## src/lr_pkg.sv

```systemverilog
// ----------------------------------------------------------------------------
// lr_pkg
// Shared constants, control word layout and microprogram for the line walker.
// ----------------------------------------------------------------------------
`default_nettype none

package lr_pkg;

    localparam int MAX_COORD = 64;
    localparam int COORD_W   = $clog2(MAX_COORD);
    localparam int CFG_W     = 7;
    localparam int CFG_IDX_W = 2;
    localparam int ERR_W     = COORD_W + 3;
    localparam int DY_W      = COORD_W + 1;

    localparam logic [CFG_IDX_W-1:0] REG_SCREEN_WIDTH  = 2'd0;
    localparam logic [CFG_IDX_W-1:0] REG_SCREEN_HEIGHT = 2'd1;
    localparam logic [CFG_W-1:0]     WIDTH_RST         = 7'd64;
    localparam logic [CFG_W-1:0]     HEIGHT_RST        = 7'd40;

    typedef logic [1:0] t_step;

    localparam t_step STEP_IDLE  = 2'd0;
    localparam t_step STEP_SETUP = 2'd1;
    localparam t_step STEP_WALK  = 2'd2;

    typedef enum logic [1:0] {
        COND_NEVER,
        COND_NO_START,
        COND_DONE
    } t_cond;

    typedef struct packed {
        logic  ld;
        logic  setup;
        logic  emit;
        logic  walk;
        t_cond cond;
        t_step jmp;
        t_step nxt;
    } t_uword;

    typedef struct packed {
        logic ld;
        logic setup;
        logic emit;
        logic walk;
    } t_ctl;

    typedef struct packed {
        logic done;
    } t_stat;

    function automatic t_uword f_rom(input t_step s);
        t_uword w;
        begin
            w = '{ld: 1'b0, setup: 1'b0, emit: 1'b0, walk: 1'b0,
                  cond: COND_NEVER, jmp: STEP_IDLE, nxt: STEP_IDLE};
            case (s)
                STEP_IDLE: begin
                    w.ld   = 1'b1;
                    w.cond = COND_NO_START;
                    w.jmp  = STEP_IDLE;
                    w.nxt  = STEP_SETUP;
                end
                STEP_SETUP: begin
                    w.setup = 1'b1;
                    w.nxt   = STEP_WALK;
                end
                STEP_WALK: begin
                    w.emit = 1'b1;
                    w.walk = 1'b1;
                    w.cond = COND_DONE;
                    w.jmp  = STEP_IDLE;
                    w.nxt  = STEP_WALK;
                end
                default: begin
                    w.nxt = STEP_IDLE;
                end
            endcase
            return w;
        end
    endfunction

endpackage

`default_nettype wire

```

## src/lr_ctrl.sv

```systemverilog
// ----------------------------------------------------------------------------
// lr_ctrl
// Step counter and microprogram table with conditional jumps.
// ----------------------------------------------------------------------------
`default_nettype none

module lr_ctrl (
    input  wire logic          i_clk,
    input  wire logic          i_rst_n,
    input  wire logic          i_start,
    input  wire lr_pkg::t_stat i_stat,
    output lr_pkg::t_ctl       o_ctl,
    output logic               o_busy
);
    import lr_pkg::*;

    t_step  r_step;
    t_step  n_step;
    t_uword w_uw;
    logic   w_take;

    assign w_uw = f_rom(r_step);

    always_comb begin
        case (w_uw.cond)
            COND_NEVER:    w_take = 1'b0;
            COND_NO_START: w_take = !i_start;
            COND_DONE:     w_take = i_stat.done;
            default:       w_take = 1'b0;
        endcase
        n_step = w_take ? w_uw.jmp : w_uw.nxt;
    end

    always_comb begin
        o_ctl.ld    = w_uw.ld & i_start;
        o_ctl.setup = w_uw.setup;
        o_ctl.emit  = w_uw.emit;
        o_ctl.walk  = w_uw.walk;
        o_busy      = (r_step != STEP_IDLE);
    end

    always_ff @(posedge i_clk) begin
        if (!i_rst_n) begin
            r_step <= STEP_IDLE;
        end else begin
            r_step <= n_step;
        end
    end

endmodule

`default_nettype wire

```

## src/lr_dp.sv

```systemverilog
// ----------------------------------------------------------------------------
// lr_dp
// Coordinate, delta and error registers with the Bresenham update and result beat.
// ----------------------------------------------------------------------------
`default_nettype none

module lr_dp (
    input  wire logic                         i_clk,
    input  wire logic                         i_rst_n,
    input  wire lr_pkg::t_ctl                 i_ctl,
    input  wire logic [lr_pkg::COORD_W-1:0]   i_start_x,
    input  wire logic [lr_pkg::COORD_W-1:0]   i_start_y,
    input  wire logic [lr_pkg::COORD_W-1:0]   i_end_x,
    input  wire logic [lr_pkg::COORD_W-1:0]   i_end_y,
    input  wire logic [lr_pkg::CFG_W-1:0]     i_width,
    input  wire logic [lr_pkg::CFG_W-1:0]     i_height,
    output lr_pkg::t_stat                     o_stat,
    output logic                              o_pixel_valid,
    output logic [lr_pkg::COORD_W-1:0]        o_pixel_x,
    output logic [lr_pkg::COORD_W-1:0]        o_pixel_y,
    output logic                              o_visible,
    output logic                              o_last
);
    import lr_pkg::*;

    logic [COORD_W-1:0]     r_x, r_y, r_tx, r_ty, r_dx;
    logic signed [DY_W-1:0] r_dy;
    logic                   r_sx, r_sy;
    logic signed [ERR_W-1:0] r_err;

    logic [COORD_W-1:0]      w_adx, w_ady;
    logic signed [ERR_W:0]   w_e2;
    logic                    w_mx, w_my, w_done;
    logic signed [ERR_W-1:0] w_dx_e, w_dy_e, w_err_n;

    always_comb begin
        w_adx   = (r_tx >= r_x) ? (r_tx - r_x) : (r_x - r_tx);
        w_ady   = (r_ty >= r_y) ? (r_ty - r_y) : (r_y - r_ty);
        w_dx_e  = $signed({3'b000, r_dx});
        w_dy_e  = ERR_W'(r_dy);
        w_e2    = {r_err, 1'b0};
        w_mx    = (w_e2 >= (ERR_W+1)'(r_dy));
        w_my    = (w_e2 <= (ERR_W+1)'(w_dx_e));
        w_err_n = r_err + (w_mx ? w_dy_e : '0) + (w_my ? w_dx_e : '0);
        w_done  = (r_x == r_tx) && (r_y == r_ty);
        o_stat.done = w_done;
    end

    always_ff @(posedge i_clk) begin
        if (i_ctl.ld) begin
            r_x  <= i_start_x;
            r_y  <= i_start_y;
            r_tx <= i_end_x;
            r_ty <= i_end_y;
        end else if (i_ctl.setup) begin
            r_dx  <= w_adx;
            r_dy  <= -$signed({1'b0, w_ady});
            r_sx  <= (r_x < r_tx);
            r_sy  <= (r_y < r_ty);
            r_err <= $signed({3'b000, w_adx}) - $signed({3'b000, w_ady});
        end else if (i_ctl.walk) begin
            if (w_mx) begin
                r_x <= r_sx ? (r_x + 1'b1) : (r_x - 1'b1);
            end
            if (w_my) begin
                r_y <= r_sy ? (r_y + 1'b1) : (r_y - 1'b1);
            end
            r_err <= w_err_n;
        end
    end

    always_ff @(posedge i_clk) begin
        if (i_ctl.emit) begin
            o_pixel_x <= r_x;
            o_pixel_y <= r_y;
            o_visible <= ({1'b0, r_x} < i_width) && ({1'b0, r_y} < i_height);
            o_last    <= w_done;
        end
    end

    always_ff @(posedge i_clk) begin
        if (!i_rst_n) begin
            o_pixel_valid <= 1'b0;
        end else begin
            o_pixel_valid <= i_ctl.emit;
        end
    end

endmodule

`default_nettype wire

```

## src/line_rasterizer.sv

```systemverilog
// ----------------------------------------------------------------------------
// line_rasterizer
// All-octant Bresenham line walker driven by a microprogrammed sequencer.
// The first pixel beat is registered from the first walk step, after the setup step.
// Throughput: one pixel per cycle during the walk; a line holds busy through the setup
// step and all its walk steps, set by the single-step walk loop of the microprogram.
// Results are strobed for one cycle; the receiver cannot stall.
// Reset (synchronous, active low) returns the sequencer to idle and restores
// screen width 64 and height 40.
// ----------------------------------------------------------------------------
`default_nettype none

module line_rasterizer (
    input  wire logic                             i_clk,
    input  wire logic                             i_rst_n,
    input  wire logic                             start,
    output logic                                  busy,
    input  wire logic [lr_pkg::COORD_W-1:0]       i_start_x,
    input  wire logic [lr_pkg::COORD_W-1:0]       i_start_y,
    input  wire logic [lr_pkg::COORD_W-1:0]       i_end_x,
    input  wire logic [lr_pkg::COORD_W-1:0]       i_end_y,
    input  wire logic                             i_cfg_valid,
    output logic                                  o_cfg_ready,
    input  wire logic [lr_pkg::CFG_IDX_W-1:0]     i_cfg_index,
    input  wire logic [lr_pkg::CFG_W-1:0]         i_cfg_data,
    output logic                                  o_pixel_valid,
    output logic [lr_pkg::COORD_W-1:0]            o_pixel_x,
    output logic [lr_pkg::COORD_W-1:0]            o_pixel_y,
    output logic                                  o_visible,
    output logic                                  o_last
);
    import lr_pkg::*;

    t_ctl              w_ctl;
    t_stat             w_stat;
    logic              w_busy;
    logic [CFG_W-1:0]  r_width, r_height;

    assign o_cfg_ready = 1'b1;
    assign busy        = w_busy;

    always_ff @(posedge i_clk) begin
        if (!i_rst_n) begin
            r_width  <= WIDTH_RST;
            r_height <= HEIGHT_RST;
        end else if (i_cfg_valid && o_cfg_ready) begin
            case (i_cfg_index)
                REG_SCREEN_WIDTH:  r_width  <= i_cfg_data;
                REG_SCREEN_HEIGHT: r_height <= i_cfg_data;
                default: ;
            endcase
        end
    end

    lr_ctrl u_ctrl (
        .i_clk   (i_clk),
        .i_rst_n (i_rst_n),
        .i_start (start),
        .i_stat  (w_stat),
        .o_ctl   (w_ctl),
        .o_busy  (w_busy)
    );

    lr_dp u_dp (
        .i_clk         (i_clk),
        .i_rst_n       (i_rst_n),
        .i_ctl         (w_ctl),
        .i_start_x     (i_start_x),
        .i_start_y     (i_start_y),
        .i_end_x       (i_end_x),
        .i_end_y       (i_end_y),
        .i_width       (r_width),
        .i_height      (r_height),
        .o_stat        (w_stat),
        .o_pixel_valid (o_pixel_valid),
        .o_pixel_x     (o_pixel_x),
        .o_pixel_y     (o_pixel_y),
        .o_visible     (o_visible),
        .o_last        (o_last)
    );

endmodule

`default_nettype wire

```

## config.mk

```make
export PLATFORM = sky130hd
export DESIGN_NAME = line_rasterizer
export DESIGN_NICKNAME = d
export VERILOG_FILES = /design/src/lr_pkg.sv /design/src/lr_ctrl.sv /design/src/lr_dp.sv /design/src/line_rasterizer.sv
export SDC_FILE = /design/constraint.sdc
export NUM_CORES = 1
export LEC_CHECK = 0
export ABC_AREA = 1
export BUFFER_PORTS_ARGS = -buffer_cell sky130_fd_sc_hd__buf_2
export CORE_UTILIZATION = 65
export CTS_CLUSTER_DIAMETER = 200
export CTS_CLUSTER_SIZE = 16
export DETAILED_ROUTE_END_ITERATION = 8
export PLACE_DENSITY = 0.86
export SLEW_MARGIN = 20
export SYNTH_ARGS = -nofsm -noshare
export SYNTH_HDL_FRONTEND = slang
export SYNTH_HIERARCHICAL = 1
export SYNTH_SLANG_ARGS = --single-unit
```

## constraint.sdc

```tcl
create_clock -name i_clk -period 9.1 [get_ports i_clk]
set_input_delay 0.91 -clock i_clk [delete_from_list [all_inputs] [get_ports i_clk]]
set_output_delay 0.91 -clock i_clk [all_outputs]
set_load 0.005 [all_outputs]
```

* Word level (Yosys, flattened, before mapping)
Index checks and enable logic that the tools add are counted.
** Operators by class
- Reductions and logical operators :: 17
- $add $sub $neg :: 12
- $lt $le $gt $ge :: 8
- Multiplexer cells :: 23
- Equality and inequality tests :: 8
- Bitwise logic cells :: 2
** Operators by type and width (count)
- 6-bit two-way mux :: 13
- 9-bit two-way mux :: 3
- 6-bit subtractor :: 4
- 9-bit adder :: 2
- 6-bit by 7-bit < comparator with 1-bit output :: 2
- 6-bit by 1-bit adder with 6-bit output (second input constant) :: 2
- 6-bit == test :: 2
- 6-bit greater-or-equal comparator :: 2
- 6-bit < comparator :: 2
- 6-bit by 1-bit subtractor with 6-bit output (second input constant) :: 2
- 10-bit by 7-bit greater-or-equal comparator with 1-bit output :: 1
- 10-bit by 7-bit <= comparator with 1-bit output :: 1
- 2-bit nonzero test :: 5
- 4-bit one-hot mux with 2 select lines :: 1
- 2-bit AND reduction :: 4
- 6-bit negation with 7-bit output :: 1
- 6-bit by 6-bit subtractor with 7-bit output :: 1
- 2-bit by 1-bit == test with 1-bit output (second input constant) :: 3
- 3-bit AND reduction :: 2
- 2-bit == test (second input constant) :: 2
- 2-bit zero test :: 2
- 2-bit two-way mux :: 2
- 2-bit one-hot mux with 2 select lines :: 1
- 1-bit logical AND :: 2
- 7 further kinds :: 8
** Word-level totals
- Input port bits :: 37
- Flip-flop bits (word level) :: 79

* Depth between registers and ports, before layout
Gate-level depths: netlist of the first run.
- Depth after elaboration :: 6
- Depth in mapped cells :: 24
- Gate-level depth less buffers :: 24

* Cells and area by module
Netlist of the first run, hierarchy kept.
** Modules (own cells, without submodules)
- lr_dp :: sequential area each 1881.8 um^2, cells an instance 589, area an instance 5167.5 um^2, instances 1
- line_rasterizer :: sequential area each 280.3 um^2, cells an instance 89, area an instance 638.1 um^2, instances 1
- lr_ctrl :: sequential area each 40.0 um^2, cells an instance 23, area an instance 177.7 um^2, instances 1

* Worst setup path before layout of the first run
No wires, ideal clock.
- Path kind :: reg2reg
- From :: reg u_dp.r_dy[6]
- To :: reg u_dp.r_err[7], data pin
- Setup time :: 0.270 ns
- Period minus slack after synthesis :: 3.379 ns
- Data required time :: 8.830 ns
- Stages on the path, launching flop included :: 23
- Arrival time :: 3.109 ns
- Buffers on the path :: 0
- Slack :: 5.721 ns
- Path through :: edfxtp_1 -> inv_1 -> ha_1 -> nand2_1 -> inv_1 -> a21oi_1 -> nand3_1 -> nand2_1 -> nand2_1 -> inv_1 -> nor2_1 -> fa_1 -> ha_1 -> inv_1 -> fa_1 -> inv_1 -> nand3_1 -> nand2_1 -> nand2_1 -> nand2_1 -> a21oi_1 -> xor2_1 -> o21ai_0
** On the way
- Word-level cells in the longest chain between the ends :: 6
** RTL lines
- from (decl) :: RTL line lr_dp.sv:27 : logic signed [DY_W-1:0] r_dy;
- from (signal assigned) :: RTL line lr_dp.sv:57 : r_dy <= -$signed({1'b0, w_ady});
- 10-bit by 7-bit greater-or-equal comparator with 1-bit output :: RTL line lr_dp.sv:42 : w_mx = (w_e2 >= (ERR_W+1)'(r_dy));
- 9-bit two-way mux * :: RTL line lr_dp.sv:44 : w_err_n = r_err + (w_mx ? w_dy_e : '0) + (w_my ? w_dx_e : '0);
- 9-bit adder * (2 in a row) :: RTL line lr_dp.sv:44
- 9-bit two-way mux * :: RTL line lr_dp.sv:61 : end else if (i_ctl.walk) begin
- 9-bit two-way mux * :: RTL line lr_dp.sv:55 : end else if (i_ctl.setup) begin
- to (signal assigned) :: RTL line lr_dp.sv:60 : r_err <= $signed({3'b000, w_adx}) - $signed({3'b000, w_ady});
- to (signal assigned) :: RTL line lr_dp.sv:68 : r_err <= w_err_n;
- to (decl) :: RTL line lr_dp.sv:29 : logic signed [ERR_W-1:0] r_err;
Every way passes the cells marked *; elsewhere a longest branch is shown, timed or not. The select of a mux whose other input is x is not followed.
A chain may end at the register's enable or synchronous reset.

* Final worst setup path of the first run
Same ends and word-level chain as after synthesis.

==> impl_metrics.toml, run 1 <==
[critical_path]
r2r_setup_slack_ns = 5.23
reg2reg_depth = 22
crit_fanout = 8
required_ns = 9.19
rr_startpoint = "u_dp/r_dy[6]"
setup.worst_path.end_class = "flop"
critPathArrivalTime_ns = 3.96
path_class = "flop to flop"
start_kind = "flop"
startpoint = "u_dp/r_dy[6]"
rr_endpoint = "u_dp/r_err[7]"

[placement]
numPortBuffers = 52
place_ws_ns = 5.28
place.gp.congestion = 0.895
dp_hpwl_um = 10000

[timing]
worst_slack_ns = 5.23
slew_violations = 0
finalCritPeriodShare = 0.425
worstMarginPinSlew_ns = 1.02
finalSetupViolations = 0
hold_viol_final = 0
relSlewSlack = 0.320
finalClockSkew_ns = 0.0110
rsz0062_at_grt = "false"
fin_crit_ns = 3.87
fmax_mhz = 258
fin_tns_setup_ns = 0

[clock_tree]
cts_root_buf = "clkbuf_8"
post-cts-setup-buffers = 0
holdBufCountCts = 0
cts_inserted_buffers = 9
ctsResizeCount = 0
htreeDepth = 3
clk_pin_slew_worst_paths_ns = 0.09
cts_sinks = 79
cts_tree = "done"
clk_latency_ns = 0.36
clk_path_buf_depth = 2

[synth]
syn_nets = 829
syn-cell-area_um2 = 5980
synth.distinct_cells = 47
postSynthCellCount = 701
seq_area_frac_synth = 0.368
ys_top_cells_by_count = "nand2_1, inv_1, ha_1, edfxtp_1, nor2_1"
async_reset_ff_frac = 0
synth_most_common_cell = "nand2_1"
yosysTopAreaCell = "edfxtp_1"
synth_seq_cells = 79
synthTopCellsByArea = "edfxtp_1, ha_1, nand2_1"
synth.avg_cell_area_um2 = 8.54
synth-edff-count = 62
synth_top_area_frac = 0.311
ys.flop_type = "edfxtp_1"
yosys_warnings = 6

[floorplanning]
fp.dieArea_um2 = 9590
ios = 54
core_area_um2 = 8810
die_x_um = 97.9
rows = 34
start_util = 0.679
dieHeight_um = 97.9

[worst_hold_path]
min_from = "r_height[3]"
hold_class = "flop to flop"
min_path_cells = 2
whs_endpoint = "r_height[3]"

[grt]
grt_pass1_wl_um = 21600
grt-ovfl-total = 0
grt_pass1_vias = 4910
antenna_found_initial = 0
grt_max_degree = 28
grt.total_usage = 0.284

[finish]
n_antenna_cell = 0
post_route_cells_drive_above_1_share = 0.133
fin_nets = 877
synthToLayoutAreaGrowth_pct = 8.91

[drt]
wl_um = 13000
vias_per_cell = 5.57
routedWlPerCell_um = 15.0
drtIter0Drc = 275
drtPass1Iterations = 7
ant_nets = 0
num_vias = 4800
drcViolationCount = 1

[status]
status = "finished, violations left"
violations = "DRC"

[power]
p_total_mw = 1.43
powerDensity_nw_per_um2 = 220
ir_drop_uv = 118
p_leak_nw = 3.36

[flow_run]
max_cap_viol_count = 0
==> critical path, cell delays in order, from the launching register on <==
cell	delay (ns)
edfxtp_1	0.43
inv_1	0.16
ha_1	0.29
nand2_1	0.10
inv_1	0.05
a21oi_1	0.20
nand3_1	0.10
nand2_1	0.07
nand2_1	0.18
inv_1	0.15
nor2_1	0.07
fa_1	0.52
ha_1	0.19
inv_1	0.06
fa_1	0.36
inv_1	0.10
nand3_1	0.07
nand2_1	0.10
nand2_1	0.07
nand2_1	0.06
a21oi_1	0.07
xor2_1	0.12
o21ai_0	0.09
==> metrics by stage <==
step | std cells | hold WS (ns) | area, um2 | utilization
finish | 862 | 0.469 | 6520 | 0.740
floorplan | 701 | 0.429 | 5980 | -
detailed placement | 846 | 0.456 | 6270 | 0.712
global route | 862 | 0.508 | 6520 | 0.740
CTS | 862 | 0.477 | 6520 | 0.740
global placement | 846 | 0.446 | 6270 | 0.712
==> worst max path at each step <==
stage                     to  slack (ns)
3_5_place_dp   u_dp/r_err[7]        5.28
6_report       u_dp/r_err[7]        5.23
3_3_place_gp   u_dp/r_err[7]        5.54
5_1_grt        u_dp/r_err[7]        4.88
4_1_cts        u_dp/r_err[7]        5.28
2_1_floorplan  u_dp/r_err[7]        5.72
==> area by class of cell <==
class,count,area (um2)
Clock buffer,9,124
Tap cell,108,135
Fill cell,621,2290
Sequential cell,79,2200
Multi-Input combinational cell,469,3150
Clock inverter,7,125
Timing Repair Buffer,53,268
Inverter,137,517
==> layout by cell type, fill, tap and decap left out, types with 6 or more instances in the layout <==
master	n
a21o_1	6
a21oi_1	35
a31oi_1	6
buf_2	52
clkbuf_8	9
dfxtp_1	17
edfxtp_1	62
fa_1	14
ha_1	77
inv_1	131
nand2_1	146
nand3_1	33
nand4_1	6
nor2_1	60
o21ai_0	15
xor2_1	18
==> where the power goes <==
part           switching [mW]  total, mW  leakage (nW)  internal, mW
clock                   0.138      0.324         0.125         0.186
sequential             0.0330      0.482         0.719         0.449
combinational           0.383      0.625          2.52         0.242
total                   0.555       1.43          3.36         0.876
==> kinds of logic (layout without fill, tap and decap cells) <==
| logic type | count (synthesis) | after routing | synth area share |
|---|---|---|---|
| buf+inv | 153 | 206 | 0.106 |
| xor+xnor | 21 | 21 | 0.0307 |
| flops | 79 | 79 | 0.368 |
| simple gates | 272 | 272 | 0.199 |
| fa+ha+maj | 91 | 91 | 0.208 |
| mux | 2 | 2 | 0.00355 |
| other cells | 1 | 1 | 0.000627 |
| compound gates | 82 | 82 | 0.0839 |
==> state kept, by name, indices dropped and copies added, names as in the netlist, 7 cells and up <==
signal / cells
u_dp/r_err: 9
r_height: 7
u_dp/r_dy: 7
r_width: 7
==> per-layer routing <==
metal / vias up / wire length, um / global-route usage / share of wire
met5: - / 0 / 0 / 0
met1: 2230 / 5290 / 0.336 / 0.41
li1: 2343 / - / - / -
met3: 41 / 727 / 0.0336 / 0.056
met2: 186 / 6590 / 0.514 / 0.51
met4: 0 / 347 / 0.136 / 0.027
No activity file was read; power rests on OpenSTA's default activity.
==> run 2, diff against run 1 <==
- CORE_UTILIZATION: 65 -> 55
- PLACE_DENSITY: 0.86 -> 0.78
- clock period: 9.1 -> 3.3 ns (I/O delays scaled with it)
==> impl_metrics.toml, run 2 (synthesis results as in run 1) <==
[critical_path]
start_kind = "flop"
rr_endpoint = "u_dp/r_err[7]"
required_ns = 3.41
r2r_setup_slack_ns = -0.24
critPathArrivalTime_ns = 3.64
path_class = "flop to flop"
reg2reg_depth = 22
rr_startpoint = "u_dp/r_dy[6]"
setup.worst_path.end_class = "flop"
crit_fanout = 5
startpoint = "u_dp/r_dy[6]"

[timing]
fmax_mhz = 283
relSlewSlack = 0.367
rsz0062_at_grt = "true"
hold_viol_final = 0
fin_crit_ns = 3.54
finalSetupViolations = 5
finalClockSkew_ns = 0.0138
finalCritPeriodShare = 1.07
worstMarginPinSlew_ns = 0.945
whs_ns = 0.133
worst_slack_ns = -0.236
slew_violations = 0

[worst_hold_path]
min_from = "i_end_x[4]"
hold_class = "primary input to flop"
min_path_cells = 1
whs_endpoint = "u_dp/r_tx[4]"

[drt]
drtPass1Iterations = 5
routedWlPerCell_um = 15.1
ant_nets = 0
wl_um = 14400
drtIter0Drc = 233
drcViolationCount = 0
num_vias = 5011
vias_per_cell = 5.27

[power]
ir_drop_uv = 294
p_leak_nw = 3.65
powerDensity_nw_per_um2 = 608

[floorplanning]
start_util = 0.574
fp.dieArea_um2 = 11300
core_area_um2 = 10400
ios = 54
rows = 37
die_x_um = 106
dieHeight_um = 106

[grt]
grt_max_degree = 18
grt-ovfl-total = 0
grt_pass1_wl_um = 23100
grt_pass1_vias = 5007
grt.total_usage = 0.265
antenna_found_initial = 0

[placement]
dp_hpwl_um = 10500
place_ws_ns = -0.209
place.gp.congestion = 0.908
numPortBuffers = 52
numPlacedInstances = 919

[clock_tree]
clk_latency_ns = 0.37
clk_pin_slew_worst_paths_ns = 0.09
cts_tree = "done"
holdBufCountCts = 0
cts_inserted_buffers = 9
cts_sinks = 79
clk_path_buf_depth = 2
cts_root_buf = "clkbuf_8"
htreeDepth = 3

[status]
violations = "setup timing"
status = "finished, violations left"

[finish]
fillers = 790
final_common_cell = "nand2_1"
fin_cells = 950
final_cell_mix = "nand2_1, inv_1, ha_1"
n_antenna_cell = 0
regMostFlops = "u_dp/r_err"
fin_nets = 937
largest_register_ffs = 9
post_route_cells_drive_above_1_share = 0.257
synthToLayoutAreaGrowth_pct = 21.2

[flow_run]
max_cap_viol_count = 0
-- run 2: cell types whose count changed in the layout (fill, tap and decap cells not counted), moves of 5 or more --
cell | previous run | this run
buf_4 | 1 | 56
ha_1 | 77 | 65
ha_4 | 0 | 11
a21oi_1 | 35 | 26
a21oi_2 | 4 | 13
nand2_1 | 146 | 137
nand2_2 | 5 | 13
buf_6 | 0 | 5
inv_1 | 131 | 126
nor2_1 | 60 | 55
nor2_2 | 3 | 8
-- run 2: critical path: stages (launching register included) --
cell and delay (ns):
edfxtp_1 0.44, inv_4 0.13, ha_4 0.22, nand2_1 0.07
nand2_1 0.08, a21oi_2 0.19, nand3_1 0.11, nand2_2 0.09
nand2_4 0.08, inv_4 0.08, nor2_2 0.04, fa_1 0.49
ha_2 0.19, inv_2 0.04, fa_2 0.33, inv_2 0.08
nand3_2 0.09, nand2_2 0.11, nand2_2 0.06, nand2_2 0.07
a21oi_2 0.06, xor2_1 0.14, o21ai_1 0.07
-- run 2: what timing repair did --
| item | 4_1_cts | 5_1_grt |
|---|---|---|
| buffers inserted | 9 | 8 |
| endpoints found under the setup margin | 5 | 7 |
| cloned | 0 | 0 |
| gates resized for setup | 18 | 42 |
| pin swaps | 13 | 11 |
-- run 2: power by group --
group | internal (mW) | leakage [nW] | switching, mW
Sequential | 1.24 | 0.719 | 0.0569
Clock | 0.346 | 0.107 | 0.389
Combinational | 1.04 | 2.82 | 1.34
-- run 2: per-stage QoR --
| step | total power [mW] | cell area (um2) | setup TNS, ns | utilization |
|---|---|---|---|---|
| 3_5_place_dp | 3.22 | 6650 | -0.569 | 0.638 |
| 3_3_place_gp | 3.13 | 6650 | -0.0861 | 0.638 |
| 6_report | 4.41 | 7250 | -1.03 | 0.696 |
| 4_1_cts | 4.12 | 7020 | -0.400 | 0.674 |
| 5_1_grt | 4.72 | 7250 | -1.83 | 0.696 |
| 2_1_floorplan | 2.63 | 5990 | 0 | - |
-- run 2: routing by layer --
layer,GRT usage,wire length [um]
met3,0.0503,808
met2,0.458,7130
met4,0.127,496
met5,0,0
met1,0.316,5940
-- run 2: how the worst max path moves through the flow --
stage                               end  slack [ns]  cells after the start
final                     u_dp/r_err[7]       -0.24                     22
after global routing      u_dp/r_err[6]       -0.42                     18
after CTS                 u_dp/r_err[7]       -0.12                     21
after detailed placement  u_dp/r_err[7]       -0.21                     22
after global placement    u_dp/r_err[7]       -0.06                     22
after floorplan           u_dp/r_err[7]        0.02                     22
-- run 2: final cells by class --
class	instances	area, um2	area share
Multi-Input combinational cell	469	3420	0.472
Sequential cell	79	2200	0.304
Timing Repair Buffer	113	737	0.102
Inverter	137	522	0.0719
Tap cell	136	170	0.0235
Clock buffer	11	163	0.0224
Clock inverter	5	36.3	0.00500
